$ cat config.mk
export PLATFORM = sky130hd
export DESIGN_NAME = farthest_tile_cache_replacement
export DESIGN_NICKNAME = d
export VERILOG_FILES = /design/src/hw/rtl/ftc_pkg.sv /design/src/hw/rtl/farthest_tile_cache_replacement.sv /design/src/hw/rtl/ftc_dist.sv /design/src/hw/rtl/ftc_cell.sv
export SDC_FILE = /design/constraint.sdc
export NUM_CORES = 2
export LEC_CHECK = 0
export ABC_AREA = 1
export BUFFER_PORTS_ARGS = -buffer_cell sky130_fd_sc_hd__buf_2
export CORE_ASPECT_RATIO = 0.6
export CORE_MARGIN = 5
export CORE_UTILIZATION = 67
export CTS_CLUSTER_SIZE = 28
export DETAILED_ROUTE_END_ITERATION = 7
export PLACE_DENSITY = 0.84
export REMOVE_ABC_BUFFERS = 1
export SKIP_LAST_GASP = 1
export SYNTH_ARGS = -nofsm -noshare
export SYNTH_HDL_FRONTEND = slang
export SYNTH_SLANG_ARGS = --single-unit
$ cat constraint.sdc
create_clock -name i_clk -period 23.5 [get_ports i_clk]
set_input_delay 2.35 -clock i_clk [delete_from_list [all_inputs] [get_ports i_clk]]
set_output_delay 2.35 -clock i_clk [all_outputs]
set_load 0.02 [all_outputs]
$ cat src/hw/rtl/ftc_pkg.sv
// Shared types and constants for the farthest-tile cache.
package ftc_pkg;

    localparam logic [1:0] REQ_READ  = 2'd0;
    localparam logic [1:0] REQ_WRITE = 2'd1;
    localparam logic [1:0] REQ_CLEAR = 2'd2;
    localparam logic [1:0] REQ_NONE  = 2'd3;

    localparam logic [2:0] CFG_LEFT   = 3'd0;
    localparam logic [2:0] CFG_TOP    = 3'd1;
    localparam logic [2:0] CFG_WIDTH  = 3'd2;
    localparam logic [2:0] CFG_HEIGHT = 3'd3;
    localparam logic [2:0] CFG_CAP    = 3'd4;

    typedef enum logic [2:0] {
        ST_IDLE,
        ST_LOOKUP,
        ST_EVICT,
        ST_KILL,
        ST_INSERT,
        ST_OUT
    } t_state;

endpackage

$ cat src/hw/rtl/farthest_tile_cache_replacement.sv
// Top level of the farthest-tile cache: cell ring, distance unit and sequencer.
// A clear or unused request answers in the cycle after acceptance; a read or a hit
// answers after a full rotation of the ring. A write miss takes the lowest free slot,
// first evicting the farthest entry by a distance scan when the cache is full.
// One transaction at a time: new requests stall until the last result is accepted.
// Reset (synchronous, active low) empties every slot and restores the registers.
module farthest_tile_cache_replacement
    import ftc_pkg::*;
#(
    parameter int SLOTS      = 16,
    parameter int COORD_BITS = 16
) (
    input  logic                         i_clk,
    input  logic                         i_rst_n,
    input  logic                         i_cfg_we,
    input  logic [2:0]                   i_cfg_index,
    input  logic [15:0]                  i_cfg_data,
    input  logic                         i_valid,
    output logic                         o_stall,
    input  logic [1:0]                   i_req_type,
    input  logic signed [COORD_BITS-1:0] i_tile_x,
    input  logic signed [COORD_BITS-1:0] i_tile_y,
    output logic                         o_valid,
    input  logic                         i_stall,
    output logic                         o_is_eviction,
    output logic signed [COORD_BITS-1:0] o_evicted_x,
    output logic signed [COORD_BITS-1:0] o_evicted_y,
    output logic                         o_hit,
    output logic [3:0]                   o_slot,
    output logic                         o_found,
    output logic                         o_last
);
    localparam int IW = (SLOTS > 1) ? $clog2(SLOTS) : 1;
    localparam int CW = $clog2(SLOTS + 1);
    localparam int DW = 2*COORD_BITS + 3;

    t_state r_state, n_state;

    logic signed [COORD_BITS-1:0] r_left, r_top;
    logic [15:0] r_width, r_height;
    logic [4:0]  r_cap;
    logic [1:0]  r_req;
    logic [COORD_BITS-1:0] r_x, r_y;
    logic [CW-1:0] r_occ;
    logic [IW:0]   r_cnt, n_cnt;
    logic [IW-1:0] r_pos;
    logic          r_hit_seen;
    logic [IW-1:0] r_hit_slot;
    logic          r_free_seen;
    logic [IW-1:0] r_free_slot;
    logic          r_best_ok;
    logic [DW-1:0] r_best;
    logic [IW-1:0] r_best_slot;
    logic [1:0]    r_dv;
    logic [IW-1:0] r_dslot [2];

    logic          r_out_valid, r_out_ev, r_out_hit, r_out_found, r_out_last;
    logic [COORD_BITS-1:0] r_out_x, r_out_y;
    logic [3:0]    r_out_slot;
    logic          out_set, n_out_ev, n_out_hit, n_out_found, n_out_last;
    logic [COORD_BITS-1:0] n_out_x, n_out_y;
    logic [3:0]    n_out_slot;

    logic [SLOTS-1:0] c_valid;
    logic [COORD_BITS-1:0] c_col [SLOTS], c_row [SLOTS];
    logic shift, clr, load_now, kill_now, sample;
    logic [DW-1:0] dist2;
    logic [CW-1:0] cap_eff;
    logic head_match, need_evict, lower_free, take_best;
    logic accept_in, accept_out;

    // Configuration writes.
    always_ff @(posedge i_clk) begin
        if (!i_rst_n) begin
            r_left <= '0; r_top <= '0; r_width <= '0; r_height <= '0; r_cap <= 5'd16;
        end else if (i_cfg_we) begin
            case (i_cfg_index)
                CFG_LEFT:   r_left   <= COORD_BITS'($signed(i_cfg_data));
                CFG_TOP:    r_top    <= COORD_BITS'($signed(i_cfg_data));
                CFG_WIDTH:  r_width  <= i_cfg_data;
                CFG_HEIGHT: r_height <= i_cfg_data;
                CFG_CAP:    r_cap    <= i_cfg_data[4:0];
                default:    ;
            endcase
        end
    end

    // Effective capacity, clamped to 1..SLOTS.
    always_comb begin
        if (r_cap == 5'd0)                     cap_eff = CW'(1);
        else if (32'(r_cap) > SLOTS)           cap_eff = CW'(SLOTS);
        else                                   cap_eff = CW'(r_cap);
    end

    // Ring of cells; the head (cell 0) is the slot at r_pos.
    genvar g;
    generate
        for (g = 0; g < SLOTS; g++) begin : g_cell
            localparam int NX = (g + 1) % SLOTS;
            ftc_cell #(.COORD_BITS(COORD_BITS)) u_cell (
                .i_clk, .i_rst_n,
                .i_shift(shift), .i_clear(clr),
                .i_load((g == 0) && load_now), .i_kill((g == 0) && kill_now),
                .i_valid(c_valid[NX]), .i_col(c_col[NX]), .i_row(c_row[NX]),
                .i_new_col(r_x), .i_new_row(r_y),
                .o_valid(c_valid[g]), .o_col(c_col[g]), .o_row(c_row[g])
            );
        end
    endgenerate

    ftc_dist #(.COORD_BITS(COORD_BITS)) u_dist (
        .i_clk, .i_x(c_col[0]), .i_y(c_row[0]), .i_left(r_left), .i_top(r_top),
        .i_width(r_width), .i_height(r_height), .o_dist2(dist2)
    );

    assign head_match = c_valid[0] && c_col[0] == r_x && c_row[0] == r_y;
    assign need_evict = (r_occ >= cap_eff) && (r_occ != '0);
    assign lower_free = !r_free_seen || (r_pos < r_free_slot);
    assign take_best  = r_dv[1] && (!r_best_ok || dist2 > r_best ||
                        (dist2 == r_best && r_dslot[1] < r_best_slot));
    assign accept_in  = i_valid && !o_stall;
    assign accept_out = o_valid && !i_stall;
    assign o_stall    = (r_state != ST_IDLE);

    // Sequencer: next state, cell controls and the next result.
    always_comb begin
        n_state     = r_state;
        n_cnt       = r_cnt;
        shift       = 1'b0;
        clr         = 1'b0;
        load_now    = 1'b0;
        kill_now    = 1'b0;
        sample      = 1'b0;
        out_set     = 1'b0;
        n_out_ev    = 1'b0;
        n_out_x     = '0;
        n_out_y     = '0;
        n_out_hit   = 1'b0;
        n_out_slot  = '0;
        n_out_found = 1'b0;
        n_out_last  = 1'b0;
        case (r_state)
            ST_IDLE: begin
                n_cnt = '0;
                if (accept_in) begin
                    if (i_req_type == REQ_READ || i_req_type == REQ_WRITE) begin
                        n_state = ST_LOOKUP;
                    end else begin
                        clr        = (i_req_type == REQ_CLEAR);
                        out_set    = 1'b1;
                        n_out_last = 1'b1;
                        n_state    = ST_OUT;
                    end
                end
            end
            ST_LOOKUP: begin
                // One full rotation compares every slot with the requested tag.
                shift = 1'b1;
                n_cnt = r_cnt + 1'b1;
                if (r_cnt == (IW+1)'(SLOTS - 1)) begin
                    n_cnt = '0;
                    if (r_hit_seen || head_match) begin
                        out_set     = 1'b1;
                        n_out_hit   = 1'b1;
                        n_out_found = 1'b1;
                        n_out_last  = 1'b1;
                        n_out_slot  = head_match ? 4'(r_pos) : 4'(r_hit_slot);
                        n_state     = ST_OUT;
                    end else if (r_req == REQ_READ) begin
                        out_set    = 1'b1;
                        n_out_last = 1'b1;
                        n_state    = ST_OUT;
                    end else if (need_evict) begin
                        n_state = ST_EVICT;
                    end else begin
                        n_state = ST_INSERT;
                    end
                end
            end
            ST_EVICT: begin
                // SLOTS shifts feed the distance unit, then its pipeline drains before the scan ends.
                sample = (r_cnt < (IW+1)'(SLOTS));
                shift  = sample;
                n_cnt  = r_cnt + 1'b1;
                if (r_cnt == (IW+1)'(SLOTS + 1)) begin
                    n_cnt   = '0;
                    n_state = ST_KILL;
                end
            end
            ST_KILL: begin
                // Rotate the victim to the head, then drop it and report it.
                if (r_pos == r_best_slot) begin
                    kill_now    = 1'b1;
                    out_set     = 1'b1;
                    n_out_ev    = 1'b1;
                    n_out_x     = c_col[0];
                    n_out_y     = c_row[0];
                    n_out_slot  = 4'(r_pos);
                    n_out_found = 1'b1;
                    n_state     = ST_OUT;
                end else begin
                    shift = 1'b1;
                end
            end
            ST_INSERT: begin
                // Rotate the lowest free slot to the head and load the tag there; with none, report not found.
                if (!r_free_seen) begin
                    out_set    = 1'b1;
                    n_out_last = 1'b1;
                    n_state    = ST_OUT;
                end else if (r_pos == r_free_slot) begin
                    load_now    = 1'b1;
                    out_set     = 1'b1;
                    n_out_slot  = 4'(r_pos);
                    n_out_found = 1'b1;
                    n_out_last  = 1'b1;
                    n_state     = ST_OUT;
                end else begin
                    shift = 1'b1;
                end
            end
            ST_OUT: begin
                if (accept_out) begin
                    if (r_out_last)      n_state = ST_IDLE;
                    else if (need_evict) n_state = ST_EVICT;
                    else                 n_state = ST_INSERT;
                    n_cnt = '0;
                end
            end
            default: n_state = ST_IDLE;
        endcase
    end

    // Sequencer registers, scan trackers and occupancy.
    always_ff @(posedge i_clk) begin
        if (!i_rst_n) begin
            r_state     <= ST_IDLE;
            r_cnt       <= '0;
            r_pos       <= '0;
            r_occ       <= '0;
            r_req       <= REQ_READ;
            r_x         <= '0;
            r_y         <= '0;
            r_hit_seen  <= 1'b0;
            r_hit_slot  <= '0;
            r_free_seen <= 1'b0;
            r_free_slot <= '0;
            r_best_ok   <= 1'b0;
            r_best      <= '0;
            r_best_slot <= '0;
            r_dv        <= '0;
        end else begin
            r_state <= n_state;
            r_cnt   <= n_cnt;
            if (shift) begin
                r_pos <= (r_pos == IW'(SLOTS - 1)) ? '0 : r_pos + 1'b1;
            end
            if (accept_in) begin
                r_req       <= i_req_type;
                r_x         <= i_tile_x;
                r_y         <= i_tile_y;
                r_hit_seen  <= 1'b0;
                r_free_seen <= 1'b0;
            end
            if (r_state == ST_LOOKUP && head_match) begin
                r_hit_seen <= 1'b1;
                r_hit_slot <= r_pos;
            end
            // Lowest free slot: seen during the lookup or freed by an eviction.
            if ((r_state == ST_LOOKUP && !c_valid[0] && lower_free) ||
                (kill_now && lower_free)) begin
                r_free_seen <= 1'b1;
                r_free_slot <= r_pos;
            end
            // Farthest entry; equal distances keep the lower slot.
            if (r_state != ST_EVICT) begin
                r_best_ok <= 1'b0;
            end else if (take_best) begin
                r_best_ok   <= 1'b1;
                r_best      <= dist2;
                r_best_slot <= r_dslot[1];
            end
            r_dv <= {r_dv[0], sample && c_valid[0]};
            if (clr)           r_occ <= '0;
            else if (kill_now) r_occ <= r_occ - 1'b1;
            else if (load_now) r_occ <= r_occ + 1'b1;
        end
    end

    // Slot numbers travel alongside the distance pipeline.
    always_ff @(posedge i_clk) begin
        r_dslot[0] <= r_pos;
        r_dslot[1] <= r_dslot[0];
    end

    // Result register, held while the receiver stalls.
    always_ff @(posedge i_clk) begin
        if (!i_rst_n) begin
            r_out_valid <= 1'b0;
            r_out_ev    <= 1'b0;
            r_out_x     <= '0;
            r_out_y     <= '0;
            r_out_hit   <= 1'b0;
            r_out_slot  <= '0;
            r_out_found <= 1'b0;
            r_out_last  <= 1'b0;
        end else begin
            if (out_set)         r_out_valid <= 1'b1;
            else if (accept_out) r_out_valid <= 1'b0;
            if (out_set) begin
                r_out_ev    <= n_out_ev;
                r_out_x     <= n_out_x;
                r_out_y     <= n_out_y;
                r_out_hit   <= n_out_hit;
                r_out_slot  <= n_out_slot;
                r_out_found <= n_out_found;
                r_out_last  <= n_out_last;
            end
        end
    end

    assign o_valid       = r_out_valid;
    assign o_is_eviction = r_out_ev;
    assign o_evicted_x   = r_out_x;
    assign o_evicted_y   = r_out_y;
    assign o_hit         = r_out_hit;
    assign o_slot        = r_out_slot;
    assign o_found       = r_out_found;
    assign o_last        = r_out_last;

    // A stalled result keeps its payload.
    a_out_hold: assert property (@(posedge i_clk) disable iff (!i_rst_n)
        o_valid && i_stall |=> o_valid && $stable({o_is_eviction, o_evicted_x,
        o_evicted_y, o_hit, o_slot, o_found, o_last}));

    // Occupancy always equals the number of valid cells.
    a_occ_count: assert property (@(posedge i_clk) disable iff (!i_rst_n)
        $countones(c_valid) == int'(r_occ));

    // A result is only offered from the output state.
    a_out_state: assert property (@(posedge i_clk) disable iff (!i_rst_n)
        o_valid |-> r_state == ST_OUT);

endmodule

$ cat src/hw/rtl/ftc_dist.sv
// Squared distance from a tile to the cached rectangle, two register stages deep.
module ftc_dist
    import ftc_pkg::*;
#(
    parameter int COORD_BITS = 16
) (
    input  logic                        i_clk,
    input  logic signed [COORD_BITS-1:0] i_x,
    input  logic signed [COORD_BITS-1:0] i_y,
    input  logic signed [COORD_BITS-1:0] i_left,
    input  logic signed [COORD_BITS-1:0] i_top,
    input  logic        [15:0]          i_width,
    input  logic        [15:0]          i_height,
    output logic        [2*COORD_BITS+2:0] o_dist2
);
    localparam int EW = COORD_BITS + 18;
    localparam int GW = COORD_BITS + 2;

    logic signed [EW-1:0] xs, ys, xl, yt, xh, yh;
    logic        [GW-1:0] gx, gy;
    logic        [COORD_BITS+1:0] r_gx, r_gy;
    logic        [2*COORD_BITS+3:0] sq_x, sq_y;

    // Gap along each axis, clamped to zero inside the span.
    // The gap never exceeds 2^COORD_BITS, so COORD_BITS+2 bits hold it.
    always_comb begin
        xs = EW'(i_x);
        ys = EW'(i_y);
        xl = EW'(i_left);
        yt = EW'(i_top);
        xh = xl + EW'($signed({1'b0, i_width})) - EW'(1);
        yh = yt + EW'($signed({1'b0, i_height})) - EW'(1);
        if (xs < xl)      gx = GW'(xl - xs);
        else if (xs > xh) gx = GW'(xs - xh);
        else              gx = '0;
        if (ys < yt)      gy = GW'(yt - ys);
        else if (ys > yh) gy = GW'(ys - yh);
        else              gy = '0;
    end

    // First stage holds the gaps.
    always_ff @(posedge i_clk) begin
        r_gx <= gx;
        r_gy <= gy;
    end

    assign sq_x = (2*COORD_BITS+4)'(r_gx) * (2*COORD_BITS+4)'(r_gx);
    assign sq_y = (2*COORD_BITS+4)'(r_gy) * (2*COORD_BITS+4)'(r_gy);

    // Second stage holds the sum of squares.
    always_ff @(posedge i_clk) begin
        o_dist2 <= sq_x[2*COORD_BITS+2:0] + sq_y[2*COORD_BITS+2:0];
    end
endmodule

$ cat src/hw/rtl/ftc_cell.sv
// One slot of the tag chain: holds a tag and rotates it to its neighbor on a shift.
module ftc_cell
    import ftc_pkg::*;
#(
    parameter int COORD_BITS = 16
) (
    input  logic                  i_clk,
    input  logic                  i_rst_n,
    input  logic                  i_shift,
    input  logic                  i_clear,
    input  logic                  i_load,
    input  logic                  i_kill,
    input  logic                  i_valid,
    input  logic [COORD_BITS-1:0] i_col,
    input  logic [COORD_BITS-1:0] i_row,
    input  logic [COORD_BITS-1:0] i_new_col,
    input  logic [COORD_BITS-1:0] i_new_row,
    output logic                  o_valid,
    output logic [COORD_BITS-1:0] o_col,
    output logic [COORD_BITS-1:0] o_row
);
    // Valid bit: shifted with the tag, set on load, dropped on kill or clear.
    always_ff @(posedge i_clk) begin
        if (!i_rst_n || i_clear) begin
            o_valid <= 1'b0;
        end else if (i_shift) begin
            o_valid <= i_valid;
        end else if (i_load) begin
            o_valid <= 1'b1;
        end else if (i_kill) begin
            o_valid <= 1'b0;
        end
    end

    // Tag payload.
    always_ff @(posedge i_clk) begin
        if (i_shift) begin
            o_col <= i_col;
            o_row <= i_row;
        end else if (i_load) begin
            o_col <= i_new_col;
            o_row <= i_new_row;
        end
    end
endmodule
==> impl_metrics.json <==
{
  "cts_tree": "done",
  "worstSetupPathType": "register to register",
  "critPathLaunchType": "register",
  "worst_ep_arrival_time_ns": 8.04,
  "post_cts_buffers": 0,
  "maxCapViolations": 0,
  "fin_worst_skew_ns": 0.0414,
  "timing.rr.start": "u_dist.r_gx[12]",
  "cts_buffers": 71,
  "portBuffers": 99,
  "max_freq_mhz": 133,
  "row_count": 79,
  "dr.pass1.iters": 8,
  "dp_hpwl_um": 113000,
  "drive_gt1_frac": 0.0538,
  "setup-tns-final_ns": 0,
  "die_area_sq_mm": 0.0842,
  "status": "complete, no violations",
  "io_pins": 100,
  "fin_nets": 6286,
  "synthesis.area_sq_mm": 0.0524,
  "final_max_slew_viol_count": 0,
  "syn_to_final_growth_pct": 6.83,
  "final_antenna_net_count": 0,
  "initial_core_util": 0.676,
  "cts_resized": 0,
  "grt_max_degree": 98,
  "worstHoldStart": "r_dslot[0][3]",
  "vias": 36803,
  "cts.clk_slew.worst_paths_ns": 0.07,
  "crit_path_top_delay_cell": "dfxtp_1",
  "worst_pin_slew_ns": 1.10,
  "h-tree-depth": 3,
  "core_sq_mm": 0.0776,
  "synth_seq_cells": 820,
  "slew_headroom": 0.263,
  "die_w_um": 371,
  "crit_start": "u_dist.r_gx[12]",
  "async_reset_ff_frac": 0,
  "cp_max_fo": 18,
  "worstSkewPairLatency_ns": 0.65,
  "rsz0062_at_grt": "false",
  "antenna_found_initial": 11,
  "min_period_ns": 7.54,
  "end_kind": "register",
  "hp-class": "register to register",
  "yosys_warnings": 0,
  "cp_cell_sequence": "nand2_1 > inv_1 > fa_1 > inv_1 > fa_1 > inv_1 > fa_1 > inv_1 > fa_1 > inv_1 > fa_1 > fa_1 > fa_1 > inv_1 > fa_1 > inv_1 > ha_1 > nand2_1 > nor4_1 > nand3_1 > nand3_1 > a21oi_1 > xor2_1",
  "synth_edf_count": 512,
  "cts.sinks": 820,
  "cp_slowest_stage_delay_ns": 0.88,
  "required_ns": 24.00,
  "ys_seq_area_frac": 0.411,
  "detail_route.wirelength_um": 144000,
  "synth-main-ff-cell": "edfxtp_1",
  "grt_pass1_wl_um": 219000,
  "clockBufferDepth": 3,
  "hold_violations": 0,
  "postSynthAreaPerCell_sq_um": 9.85,
  "cpMostUsedCell": "fa_1",
  "setup_viol_count_final": 0,
  "root_buffer": "clkbuf_16",
  "wl_per_cell_um": 22.3,
  "routed_via_density": 5.69,
  "grt_usage": 0.352,
  "globalRouteOverflowTotal": 0,
  "die_h_um": 227,
  "gp_congestion": 1.09,
  "drc": 0,
  "synth.distinct_cells": 58,
  "grt_pass1_vias": 36139,
  "synthCells": 5323,
  "hold_buffers": 0,
  "fin_crit_sh": 0.321,
  "drt_first_iter_violations": 4807
}
==> flip-flops by register name, summed over array words and instances, names as in the netlist, 5 cells and up <==
register               count
r_top                     16
r_y                       16
r_height                  16
o_evicted_x               16
o_evicted_y               16
r_dslot                    8
u_dist.r_gy               18
g_cell.u_cell.o_col      256
g_cell.u_cell.o_valid     16
u_dist.r_gx               18
r_width                   16
r_left                    16
r_cnt                      5
r_best                    35
g_cell.u_cell.o_row      256
r_occ                      5
u_dist.o_dist2            35
r_cap                      5
r_x                       16
==> critical path: cells and delay by family, from the launching register on <==
kind	cells	cell delay, ns
fa+ha+maj	9	4.14
compound gates	1	0.12
xor+xnor	1	0.15
simple gates	5	1.52
buf+inv	7	0.57
flops	1	0.88
==> cells in the mapped netlist (7+ instances only) <==
| cell type | count | area, sq um |
|---|---|---|
| nand4_1 | 62 | 388 |
| a21o_1 | 19 | 143 |
| buf_2 | 22 | 110 |
| nor3_1 | 27 | 135 |
| inv_1 | 1214 | 4560 |
| nor2_1 | 207 | 777 |
| o21ai_0 | 217 | 1090 |
| buf_1 | 13 | 48.8 |
| o211ai_1 | 8 | 60.1 |
| o21bai_1 | 16 | 120 |
| nand3_1 | 131 | 656 |
| nand2_2 | 8 | 50.1 |
| fa_1 | 504 | 10100 |
| o21ai_1 | 35 | 175 |
| clkbuf_1 | 117 | 439 |
| xnor2_1 | 60 | 526 |
| inv_2 | 27 | 101 |
| ha_1 | 373 | 4670 |
| buf_4 | 10 | 75.1 |
| edfxtp_1 | 512 | 15400 |
| dfxtp_1 | 308 | 6170 |
| a21boi_0 | 12 | 90.1 |
| nand2_1 | 886 | 3330 |
| o21a_1 | 8 | 60.1 |
| a21oi_1 | 369 | 1850 |
| xor2_1 | 88 | 771 |
| nor4_1 | 7 | 43.8 |
==> worst paths after layout <==
kind | to | depth (start not counted) | slack [ns]
max | u_dist.o_dist2[33] | 23 | 15.96
min | r_dslot[0][7] | 0 | 0.32
max reg2reg | u_dist.o_dist2[33] | 23 | 15.96
min reg2reg | r_dslot[0][7] | 0 | 0.32
==> cells by family after synthesis <==
logic type	share of synthesized area
buffers and inverters	0.103
and+or+nand+nor	0.106
adders and majority gates	0.281
DFF	0.411
AOI/OAI and AO/OA	0.0740
xor gates and xnor gates	0.0247
==> cells in the final DEF, fill, tap and decap left out, drive strengths merged, types with 2 or more instances in the layout <==
master,Yosys,final
clkinv,0,17
or2,2,2
a21o,19,19
a31oi,6,6
nor4,7,7
clkinvlp,0,5
xor2,88,88
nor2,215,215
ha,373,373
nand3,136,136
nand4,62,62
o21a,8,8
a221oi,4,4
inv,1241,1245
bufinv,0,4
nand2,894,894
clkbuf,118,99
edfxtp,512,512
buf,50,123
o211ai,9,9
o21ai,257,257
nor3,31,31
a211oi,5,5
xnor2,60,60
o21bai,16,16
fa,504,504
o22ai,2,2
a32oi,2,2
dfxtp,308,308
a21boi,13,13
diode,0,6
a21oi,371,371
==> per-stage QoR <==
stage / setup slack [ns] / utilization / instance area, sq um / hold WS [ns] / std cells
after global routing: 15.70 / 0.722 / 56000 / 0.331 / 6462
after global placement: 16.19 / 0.692 / 53700 / 0.311 / 6331
after detailed placement: 16.17 / 0.692 / 53700 / 0.312 / 6331
final: 15.96 / 0.722 / 56000 / 0.324 / 6466
after CTS: 16.14 / 0.722 / 56000 / 0.323 / 6460
after floorplan: 10.92 / - / 51700 / 0.310 / 5155
==> area by class of cell <==
| type | instances | area (sq um) |
|---|---|---|
| fill | 5547 | 21600 |
| timing repair buffer | 123 | 678 |
| antenna | 6 | 15.0 |
| clock inverter | 30 | 347 |
| multi-input combinational | 3094 | 25500 |
| clock buffer | 99 | 1930 |
| sequential | 820 | 21500 |
| inverter | 1241 | 4660 |
| tap | 1053 | 1320 |
==> per-layer routing <==
| layer | up-vias | global-route usage | part of all wire |
|---|---|---|---|
| met5 | - | 0.0283 | 0.0023 |
| met4 | 4 | 0.113 | 0.037 |
| met3 | 270 | 0.169 | 0.16 |
| met2 | 2050 | 0.456 | 0.38 |
| met1 | 17732 | 0.517 | 0.42 |
| li1 | 16747 | - | - |
Power is not shown: default switching activity piles up to over one toggle a cycle in this logic, so the estimate is an artifact.
